--- src/rtl/rdf_pkg.sv ---
`timescale 1ns / 1ps

package rdf_pkg;

  // Ring geometry
  localparam int RING_SLOTS = 32;
  localparam int SLOT_BYTES = 128;

  // Derived widths
  localparam int PTR_W   = $clog2(RING_SLOTS);
  localparam int CNT_W   = $clog2(RING_SLOTS + 1);
  localparam int CHUNK_W = $clog2(RING_SLOTS * SLOT_BYTES + 1);

  // Field widths of the words
  localparam int SLOT_W  = 5;
  localparam int LEN_W   = 11;
  localparam int FIRST_W = 12;
  localparam int REL_W   = 6;

  // Saturation limits of the result word
  localparam int FIRST_MAX = 4095;
  localparam int REL_MAX   = 63;

  // Request codes
  localparam logic MODE_FILL  = 1'b0;
  localparam logic MODE_FETCH = 1'b1;

  // Descriptor status as kept in the status RAM
  typedef struct packed {
    logic             eof;
    logic             sof;
    logic [LEN_W-1:0] len;
  } slot_status_t;

  localparam int STATUS_W = $bits(slot_status_t);

  // One evaluated walk step
  typedef struct packed {
    logic [PTR_W-1:0] ptr_inc;
    logic [CNT_W-1:0] n_inc;
    logic             n_live;
    logic             owned;
    logic             sof;
    logic             eof;
    logic [LEN_W-1:0] len;
    logic             len_nz;
    logic             walk_on;
    logic             last;
  } step_t;

  // Chunk split of a found frame
  typedef struct packed {
    logic               wrap;
    logic [FIRST_W-1:0] first;
    logic [LEN_W-1:0]   second;
  } chunk_t;

  typedef enum logic [3:0] {
    ST_IDLE,
    ST_SKIP_RD,
    ST_SKIP_EV,
    ST_SRCH_RD,
    ST_SRCH_EV,
    ST_TRUNC_GO,
    ST_TRUNC_RD,
    ST_TRUNC_EV,
    ST_CHUNK,
    ST_REL_RD,
    ST_REL_EV,
    ST_DONE
  } fsm_t;

endpackage

--- src/rtl/rdf_if.sv ---
`timescale 1ns / 1ps

// Request channel: fill or fetch word
interface rdf_in_if;
  import rdf_pkg::*;

  logic              valid;
  logic              ready;
  logic              mode;
  logic [SLOT_W-1:0] slot;
  logic              start_of_frame;
  logic              end_of_frame;
  logic [LEN_W-1:0]  frame_length;

  modport source (
    output valid, mode, slot, start_of_frame, end_of_frame, frame_length,
    input  ready
  );
  modport sink (
    input  valid, mode, slot, start_of_frame, end_of_frame, frame_length,
    output ready
  );
endinterface

// Result channel: one word per fetch
interface rdf_out_if;
  import rdf_pkg::*;

  logic               valid;
  logic               ready;
  logic               frame_found;
  logic [SLOT_W-1:0]  first_slot;
  logic [FIRST_W-1:0] first_length;
  logic               wrapped;
  logic [LEN_W-1:0]   second_length;
  logic [REL_W-1:0]   slots_released;

  modport source (
    output valid, frame_found, first_slot, first_length, wrapped, second_length,
           slots_released,
    input  ready
  );
  modport sink (
    input  valid, frame_found, first_slot, first_length, wrapped, second_length,
           slots_released,
    output ready
  );
endinterface

--- src/rtl/rdf_ram.sv ---
`timescale 1ns / 1ps

// Simple dual-port RAM, one write port, one registered read port.
module rdf_ram #(
  parameter int WIDTH = 8,
  parameter int DEPTH = 32
) (
  input  logic                     clk,
  input  logic                     we,
  input  logic [$clog2(DEPTH)-1:0] waddr,
  input  logic [WIDTH-1:0]         wdata,
  input  logic [$clog2(DEPTH)-1:0] raddr,
  output logic [WIDTH-1:0]         rdata
);

  logic [WIDTH-1:0] mem [DEPTH];

  always_ff @(posedge clk) begin
    if (we) begin
      mem[waddr] <= wdata;
    end
    rdata <= mem[raddr];
  end

endmodule

--- src/rtl/rdf_step_unit.sv ---
`timescale 1ns / 1ps

// Shared walk step: pointer advance, step count and slot tests.
module rdf_step_unit (
  input  logic [rdf_pkg::PTR_W-1:0] ptr,
  input  logic [rdf_pkg::CNT_W-1:0] n,
  input  logic                      owned,
  input  rdf_pkg::slot_status_t     status,
  output rdf_pkg::step_t            step
);
  import rdf_pkg::*;

  always_comb begin
    step.ptr_inc = (ptr == PTR_W'(RING_SLOTS - 1)) ? '0 : ptr + PTR_W'(1);
    step.n_inc   = n + CNT_W'(1);
    step.n_live  = (n < CNT_W'(RING_SLOTS));
    step.owned   = owned;
    step.sof     = status.sof;
    step.eof     = status.eof;
    step.len     = status.len;
    step.len_nz  = (status.len != '0);
    // keep walking while the slot is owned and is not a frame start
    step.walk_on = step.n_live && owned && !status.sof;
    step.last    = (step.n_inc == CNT_W'(RING_SLOTS));
  end

endmodule

--- src/rtl/rdf_chunk_calc.sv ---
`timescale 1ns / 1ps

// Splits a found frame into the chunk up to ring end and the chunk at ring start.
module rdf_chunk_calc (
  input  logic [rdf_pkg::PTR_W-1:0] start_ptr,
  input  logic [rdf_pkg::PTR_W-1:0] len_ptr,
  input  logic [rdf_pkg::LEN_W-1:0] flen,
  output rdf_pkg::chunk_t           chunk
);
  import rdf_pkg::*;

  logic [CHUNK_W-1:0] tail_bytes;

  // bytes from the start slot to the ring end
  assign tail_bytes = CHUNK_W'((RING_SLOTS - 32'(start_ptr)) * SLOT_BYTES);

  always_comb begin
    chunk.wrap = (len_ptr < start_ptr);
    if (chunk.wrap) begin
      chunk.first  = (32'(tail_bytes) > FIRST_MAX) ? FIRST_W'(FIRST_MAX)
                                                   : FIRST_W'(tail_bytes);
      chunk.second = (32'(flen) > 32'(tail_bytes))
                   ? LEN_W'(32'(flen) - 32'(tail_bytes)) : '0;
    end else begin
      chunk.first  = FIRST_W'(flen);
      chunk.second = '0;
    end
  end

endmodule

--- src/rtl/rx_descriptor_ring_frame_fetch_core.sv ---
// Receive descriptor ring, frame fetch.
// in_ch carries fill and fetch words. A fill word (mode 0) marks one slot owned
// and stores its start, end and length flags; it is taken while idle and
// gives no result. A fetch word (mode 1) releases owned slots up to the next
// frame start, searches for the slot that holds the frame length, drops a
// truncated frame, and releases the slots of a found frame up to its end flag.
// Each fetch gives one word on out_ch with the start slot, one or two chunk
// lengths and the count of released slots.
// Every walk step is one status RAM read plus one pass through the shared step
// unit. The result word is loaded once the skip, search, truncation drop and
// release walks are done, and in_ch.ready is low while a fetch runs; the next
// word is taken when the core is back in idle.
// A finished result sits in the output register; fills are taken while it
// waits, and a following fetch holds in its last state until out_ch takes it.
// Reset (rst_n low, synchronous) clears the owned flags, the read pointer and
// the handshake state; the status RAM is not cleared.
`timescale 1ns / 1ps

module rx_descriptor_ring_frame_fetch_core (
  input  logic  clk,
  input  logic  rst_n,
  rdf_in_if.sink    in_ch,
  rdf_out_if.source out_ch
);
  import rdf_pkg::*;

  fsm_t state_r, state_nxt;

  logic [RING_SLOTS-1:0] owned_r, owned_nxt;
  logic [PTR_W-1:0]      rp_r, rp_nxt;
  logic [PTR_W-1:0]      i_r, i_nxt;
  logic [CNT_W-1:0]      n_r, n_nxt;
  logic [CNT_W-1:0]      count_r, count_nxt;
  logic [LEN_W-1:0]      flen_r, flen_nxt;
  logic [PTR_W-1:0]      start_r, start_nxt;
  logic                  found_r, found_nxt;
  chunk_t                chunk_r, chunk_nxt;

  logic                  out_valid_r, out_valid_nxt;
  logic                  out_found_r;
  logic [SLOT_W-1:0]     out_slot_r;
  logic [FIRST_W-1:0]    out_first_r;
  logic                  out_wrap_r;
  logic [LEN_W-1:0]      out_second_r;
  logic [REL_W-1:0]      out_rel_r;
  logic                  out_load;

  logic                  in_acc, fill_acc, fetch_acc, slot_ok;
  logic [PTR_W-1:0]      walk_ptr;
  slot_status_t          wr_status, rd_status;
  step_t                 step;
  chunk_t                chunk;
  logic                  rel_en;

  // Request decode
  assign in_ch.ready = (state_r == ST_IDLE);
  assign in_acc      = in_ch.valid && in_ch.ready;
  assign slot_ok     = (32'(in_ch.slot) < RING_SLOTS);
  assign fill_acc    = in_acc && (in_ch.mode == MODE_FILL) && slot_ok;
  assign fetch_acc   = in_acc && (in_ch.mode == MODE_FETCH);

  assign wr_status.eof = in_ch.end_of_frame;
  assign wr_status.sof = in_ch.start_of_frame;
  assign wr_status.len = in_ch.frame_length;

  // Search walks its own pointer, all other walks move the read pointer
  assign walk_ptr = (state_r == ST_SRCH_RD || state_r == ST_SRCH_EV) ? i_r : rp_r;

  rdf_ram #(
    .WIDTH (STATUS_W),
    .DEPTH (RING_SLOTS)
  ) u_status_ram (
    .clk   (clk),
    .we    (fill_acc),
    .waddr (PTR_W'(in_ch.slot)),
    .wdata (wr_status),
    .raddr (walk_ptr),
    .rdata (rd_status)
  );

  rdf_step_unit u_step (
    .ptr    (walk_ptr),
    .n      (n_r),
    .owned  (owned_r[walk_ptr]),
    .status (rd_status),
    .step   (step)
  );

  rdf_chunk_calc u_chunk (
    .start_ptr (rp_r),
    .len_ptr   (i_r),
    .flen      (flen_r),
    .chunk     (chunk)
  );

  // Next state
  always_comb begin
    state_nxt = state_r;
    unique case (state_r)
      ST_IDLE:     if (fetch_acc) state_nxt = ST_SKIP_RD;
      ST_SKIP_RD:  state_nxt = ST_SKIP_EV;
      ST_SKIP_EV:  state_nxt = step.walk_on ? ST_SKIP_RD : ST_SRCH_RD;
      ST_SRCH_RD:  state_nxt = ST_SRCH_EV;
      ST_SRCH_EV: begin
        if (step.n_live && step.owned) begin
          if ((i_r != rp_r) && step.sof) state_nxt = ST_TRUNC_GO;
          else if (step.len_nz)          state_nxt = ST_CHUNK;
          else                           state_nxt = ST_SRCH_RD;
        end else begin
          state_nxt = ST_DONE;
        end
      end
      ST_TRUNC_GO: state_nxt = ST_TRUNC_RD;
      ST_TRUNC_RD: state_nxt = ST_TRUNC_EV;
      ST_TRUNC_EV: state_nxt = step.walk_on ? ST_TRUNC_RD : ST_DONE;
      ST_CHUNK:    state_nxt = ST_REL_RD;
      ST_REL_RD:   state_nxt = ST_REL_EV;
      ST_REL_EV:   state_nxt = (step.eof || step.last) ? ST_DONE : ST_REL_RD;
      ST_DONE:     if (!out_valid_r || out_ch.ready) state_nxt = ST_IDLE;
      default:     state_nxt = ST_IDLE;
    endcase
  end

  // Datapath and control outputs
  always_comb begin
    owned_nxt = owned_r;
    rp_nxt    = rp_r;
    i_nxt     = i_r;
    n_nxt     = n_r;
    count_nxt = count_r;
    flen_nxt  = flen_r;
    start_nxt = start_r;
    found_nxt = found_r;
    chunk_nxt = chunk_r;
    rel_en    = 1'b0;
    out_load  = 1'b0;

    unique case (state_r)
      ST_IDLE: begin
        if (fill_acc) begin
          owned_nxt[PTR_W'(in_ch.slot)] = 1'b1;
        end
        if (fetch_acc) begin
          n_nxt     = '0;
          count_nxt = '0;
          found_nxt = 1'b0;
          chunk_nxt = '0;
          start_nxt = '0;
        end
      end
      ST_SKIP_EV: begin
        if (step.walk_on) begin
          rel_en = 1'b1;
          n_nxt  = step.n_inc;
        end else begin
          i_nxt = rp_r;
          n_nxt = '0;
        end
      end
      ST_SRCH_EV: begin
        if (step.n_live && step.owned) begin
          if ((i_r != rp_r) && step.sof) begin
            n_nxt = '0;
          end else if (step.len_nz) begin
            flen_nxt = step.len;
          end else begin
            i_nxt = step.ptr_inc;
            n_nxt = step.n_inc;
          end
        end
      end
      // first pass of the drop walk releases the start slot unconditionally
      ST_TRUNC_GO: begin
        rel_en = 1'b1;
        n_nxt  = CNT_W'(1);
      end
      ST_TRUNC_EV: begin
        if (step.walk_on) begin
          rel_en = 1'b1;
          n_nxt  = step.n_inc;
        end
      end
      ST_CHUNK: begin
        found_nxt = 1'b1;
        start_nxt = rp_r;
        chunk_nxt = chunk;
        n_nxt     = '0;
      end
      ST_REL_EV: begin
        rel_en = 1'b1;
        n_nxt  = step.n_inc;
      end
      ST_DONE: begin
        out_load = !out_valid_r || out_ch.ready;
      end
      default: begin
      end
    endcase

    // release the slot under the read pointer and advance it
    if (rel_en) begin
      owned_nxt[rp_r] = 1'b0;
      count_nxt       = count_r + CNT_W'(owned_r[rp_r]);
      rp_nxt          = step.ptr_inc;
    end
  end

  // Output handshake
  always_comb begin
    out_valid_nxt = out_valid_r;
    if (out_valid_r && out_ch.ready) out_valid_nxt = 1'b0;
    if (out_load)                    out_valid_nxt = 1'b1;
  end

  // Control registers
  always_ff @(posedge clk) begin
    if (!rst_n) begin
      state_r     <= ST_IDLE;
      owned_r     <= '0;
      rp_r        <= '0;
      out_valid_r <= 1'b0;
    end else begin
      state_r     <= state_nxt;
      owned_r     <= owned_nxt;
      rp_r        <= rp_nxt;
      out_valid_r <= out_valid_nxt;
    end
  end

  // Working registers
  always_ff @(posedge clk) begin
    i_r     <= i_nxt;
    n_r     <= n_nxt;
    count_r <= count_nxt;
    flen_r  <= flen_nxt;
    start_r <= start_nxt;
    found_r <= found_nxt;
    chunk_r <= chunk_nxt;
  end

  // Result word register
  always_ff @(posedge clk) begin
    if (out_load) begin
      out_found_r  <= found_r;
      out_slot_r   <= SLOT_W'(start_r);
      out_first_r  <= chunk_r.first;
      out_wrap_r   <= chunk_r.wrap;
      out_second_r <= chunk_r.second;
      out_rel_r    <= (32'(count_r) > REL_MAX) ? REL_W'(REL_MAX) : REL_W'(count_r);
    end
  end

  assign out_ch.valid          = out_valid_r;
  assign out_ch.frame_found    = out_found_r;
  assign out_ch.first_slot     = out_slot_r;
  assign out_ch.first_length   = out_first_r;
  assign out_ch.wrapped        = out_wrap_r;
  assign out_ch.second_length  = out_second_r;
  assign out_ch.slots_released = out_rel_r;

endmodule

--- src/flat_wrapper.sv ---
// flat-port wrapper written by rule: the top's interface ports become plain ports
module rx_descriptor_ring_frame_fetch_core_flat import rdf_pkg::*;
  (clk, rst_n, in_ch_valid, in_ch_mode, in_ch_slot, in_ch_start_of_frame, in_ch_end_of_frame, in_ch_frame_length, in_ch_ready, out_ch_valid, out_ch_frame_found, out_ch_first_slot, out_ch_first_length, out_ch_wrapped, out_ch_second_length, out_ch_slots_released, out_ch_ready);
  rdf_in_if in_ch_i ();
  rdf_out_if out_ch_i ();
  input  logic clk;
  input  logic rst_n;
  input wire logic [$bits(in_ch_i.valid)-1:0] in_ch_valid;
  input wire logic [$bits(in_ch_i.mode)-1:0] in_ch_mode;
  input wire logic [$bits(in_ch_i.slot)-1:0] in_ch_slot;
  input wire logic [$bits(in_ch_i.start_of_frame)-1:0] in_ch_start_of_frame;
  input wire logic [$bits(in_ch_i.end_of_frame)-1:0] in_ch_end_of_frame;
  input wire logic [$bits(in_ch_i.frame_length)-1:0] in_ch_frame_length;
  output wire logic [$bits(in_ch_i.ready)-1:0] in_ch_ready;
  output wire logic [$bits(out_ch_i.valid)-1:0] out_ch_valid;
  output wire logic [$bits(out_ch_i.frame_found)-1:0] out_ch_frame_found;
  output wire logic [$bits(out_ch_i.first_slot)-1:0] out_ch_first_slot;
  output wire logic [$bits(out_ch_i.first_length)-1:0] out_ch_first_length;
  output wire logic [$bits(out_ch_i.wrapped)-1:0] out_ch_wrapped;
  output wire logic [$bits(out_ch_i.second_length)-1:0] out_ch_second_length;
  output wire logic [$bits(out_ch_i.slots_released)-1:0] out_ch_slots_released;
  input wire logic [$bits(out_ch_i.ready)-1:0] out_ch_ready;
  assign in_ch_i.valid = in_ch_valid;
  assign in_ch_i.mode = in_ch_mode;
  assign in_ch_i.slot = in_ch_slot;
  assign in_ch_i.start_of_frame = in_ch_start_of_frame;
  assign in_ch_i.end_of_frame = in_ch_end_of_frame;
  assign in_ch_i.frame_length = in_ch_frame_length;
  assign in_ch_ready = in_ch_i.ready;
  assign out_ch_valid = out_ch_i.valid;
  assign out_ch_frame_found = out_ch_i.frame_found;
  assign out_ch_first_slot = out_ch_i.first_slot;
  assign out_ch_first_length = out_ch_i.first_length;
  assign out_ch_wrapped = out_ch_i.wrapped;
  assign out_ch_second_length = out_ch_i.second_length;
  assign out_ch_slots_released = out_ch_i.slots_released;
  assign out_ch_i.ready = out_ch_ready;
  rx_descriptor_ring_frame_fetch_core u_core (.clk(clk), .rst_n(rst_n), .in_ch(in_ch_i), .out_ch(out_ch_i));
endmodule
--- config.mk ---
export PLATFORM = sky130hd
export DESIGN_NAME = rx_descriptor_ring_frame_fetch_core_flat
export DESIGN_NICKNAME = d
export VERILOG_FILES = /design/src/rtl/rdf_pkg.sv /design/src/rtl/rdf_if.sv /design/src/rtl/rdf_ram.sv /design/src/rtl/rdf_step_unit.sv /design/src/rtl/rdf_chunk_calc.sv /design/src/rtl/rx_descriptor_ring_frame_fetch_core.sv /design/src/flat_wrapper.sv
export SDC_FILE = /design/constraint.sdc
export NUM_CORES = 1
export LEC_CHECK = 0
export BUFFER_PORTS_ARGS = -buffer_cell sky130_fd_sc_hd__buf_2
export CORE_UTILIZATION = 50
export DETAILED_ROUTE_END_ITERATION = 8
export PLACE_DENSITY_LB_ADDON = 0.15
export SLEW_MARGIN = 30
export SYNTH_ARGS = -nofsm -noshare
export SYNTH_HDL_FRONTEND = slang
export SYNTH_SLANG_ARGS = --single-unit
--- constraint.sdc ---
create_clock -name clk -period 4.3 [get_ports clk]
set_input_delay 0.645 -clock clk [delete_from_list [all_inputs] [get_ports clk]]
set_output_delay 0.645 -clock clk [all_outputs]
set_load 0.01 [all_outputs]
==> metrics.csv <==
metric,value,unit
status,"complete, no violations",
die area,46680,um2
Post-CTS Setup Bufs,0,
DIE HEIGHT,216.1,um
DRC viols,0,
Total Wirelength,53680,um
Synth Cell Area,22910,um2
top post-synthesis cells by area,"edfxtp_1 (67%), mux4_2 (11%), dfxtp_1 (4.8%), nand2_1 (3.1%), o21ai_0 (1.5%)",
post_cts resized,0,
GRT Overall Usage,0.2346,
Max Root-Sink Buffers,3,
HP Class,flip-flop to flip-flop,
1st-iter DRT viols,1208,
CTS buffer count,55,
grt met3 use,0.03411,
routed length per instance,24.86,um
initial antenna violation count,2,
LEAKAGE,8.626,nW
row count,78,
register area,16420,um2
first-pass GRT wire length,80790,um
Top-Level Pins,61,
input/output buffers,60,
synthesis-to-finish area growth,13.35,%
CTS Root Cell,clkbuf_16,
Starting Density,0.5060,
grt met2 use,0.3786,
setup ws final,551.0,ps
total negative slack,0,ps
measured slew at the worst slew-check pin,1081,ps
Max-slew headroom,0.2729,
Die X-Extent,216.1,um
asr flop ratio synth,0,
worst vdd ir,0.4047,mV
synth cell count leaders,"edfxtp_1 (510), nand2_1 (188), mux4_2 (113)",
Synth cell types,68,
sequential share of the synthesized area,0.7165,
Final Critical Period,3749,ps
post-detail-place hpwl,32860,um
WS Path Type,flip-flop to flip-flop,
MaxCap Viol Count,0,
Post-synth EDFFs,510,
CTS tree,built,
via count,12890,
cells after synthesis,1409,
Max Clock Skew,23.92,ps
CP Capture Type,flip-flop,
vias per cell,5.969,
DP Worst Slack,501.4,ps
share of cells above drive strength 1,0.2221,
largest net degree at the start of global routing,88,
hold path cells,0,
H-tree Lvls,2,
P per Cell Area,552.3,nW/um2
worst skew pair latency,610,ps
Nets,1552,
Reg2Reg Depth,7,
Post-Syn Area per Cell,16.26,um2
hold_buf cts,0,
final worst-path cycle share,0.8719,
largest fanout on the critical path,17,
CTS clock-pin slew for the worst setup and hold paths,60,ps
Startpoint Class,flip-flop,
vias in the first global route,12850,
f_max,266.7,MHz
area share of the largest cell type after synthesis,0.6684,
Core Area,45280,um2
#FFs+latches synth,565,
prevailing post-synth register cell,edfxtp_1,
First-pass DRT Iterations,5,
crit path DAT,4060,ps
warnings from Yosys,0,
Synth area leader,edfxtp_1,
total grt overflow,0,
Layout fillers,3544,
unrepaired setup endpoints after global routing,false,
"Slew Viols, Final",0,
most common cell in the netlist,edfxtp_1,
"Setup violations, final",0,
Detail Route Antenna Nets,0,
busiest grt layer,met2,
CTS Sinks,565,
GR Util met1,0.3266,
WP data required,4610,ps
Final Hold Viols,0,
GPL Wtd Cong,0.9247,
Syn Nets,1450,
multi-input logic area,6097,um2
## path summary, 6_finish.rpt
kind                      start  slack (ps)                        endpoint
max           u_core.state_r[0]         550  u_core.u_status_ram.mem[7][10]
min          u_core.chunk_r[15]         420   u_core.out_ch.first_length[4]
max reg2reg   u_core.state_r[0]         550  u_core.u_status_ram.mem[7][10]
min reg2reg  u_core.chunk_r[15]         420   u_core.out_ch.first_length[4]
## per-stage QoR
stage          cells  utilization  power [mW]  cell area [um2]  hold WS (ps)
2_1_floorplan   1409            -       8.696            22910         400.3
3_3_place_gp    2053       0.5330       9.683            24140         402.6
3_5_place_dp    2053       0.5330       9.687            24140         404.5
4_1_cts         2157       0.5729       14.47            25940         391.2
5_1_grt         2158       0.5735       14.92            25970         424.0
6_report        2159       0.5735       14.34            25970         418.8
## metal layers
layer | share of wire | wire length (um)
met5 | 0.00026 | 14
met2 | 0.49 | 26080
met3 | 0.065 | 3492
met1 | 0.42 | 22450
met4 | 0.031 | 1638
## power breakdown
group	internal (mW)	switching [mW]	total, mW	leakage (nW)
Combinational	1.19	1.81	3.00	2.67
Sequential	6.34	0.220	6.56	5.06
Clock	2.78	2.01	4.79	0.893
Total	10.3	4.04	14.3	8.63
## cell usage in the layout, fill, tap and decap left out, types with 17 or more instances in the layout
cell / n
edfxtp_1: 510
nand2_1: 188
mux4_2: 113
nor2_1: 73
o21ai_0: 67
buf_4: 63
buf_2: 60
a21oi_1: 57
clkbuf_16: 56
dfxtp_1: 55
a31oi_1: 37
nand3_1: 36
ha_1: 17
clkbuf_1: 17
## critical path, cell delays in order (launching register included)
cell and delay (ps):
dfxtp_1 360, buf_4 210, nor4_1 580, nand2_1 280
nor3b_1 730, nand2_1 240, nor2_1 710, buf_4 330
## cell type report
class                      instances  area share
antenna                            1  0.00009635
clock inverter                    23    0.008816
tap                              600     0.02891
clock buffer                      81     0.06065
sequential                       565      0.6321
multi-input combinational        747      0.2348
timing repair buffer             126     0.03237
inverter                          16    0.002312
## cells by family (layout without fill, tap and decap cells)
| kind of cell | after synthesis | after routing | synth area share |
|---|---|---|---|
| DFF | 565 | 565 | 0.7165 |
| and+or+nand+nor | 359 | 359 | 0.06892 |
| AOI/OAI and AO/OA | 233 | 233 | 0.06444 |
| muxes | 122 | 122 | 0.1152 |
| buffers and inverters | 97 | 246 | 0.01911 |
| adders and majority gates | 18 | 18 | 0.01016 |
| xor gates and xnor gates | 15 | 15 | 0.005734 |
| other | 0 | 1 | 0 |
## flip-flops by register name (all words and copies together), names as in the netlist, 4 cells and up
signal                        flops
u_core.flen_r                    11
u_core.n_r                        6
u_core.out_ch.first_length       12
u_core.out_ch.first_slot          5
u_core.chunk_r                   24
u_core.out_ch.slots_released      6
u_core.u_status_ram.mem         416
u_core.start_r                    5
u_core.rp_r                       5
u_core.state_r                    4
u_core.count_r                    6
u_core.i_r                        5
u_core.u_status_ram.rdata        13
u_core.owned_r                   32
u_core.out_ch.second_length      11
Note: power is estimated with default switching activity, not from simulation.
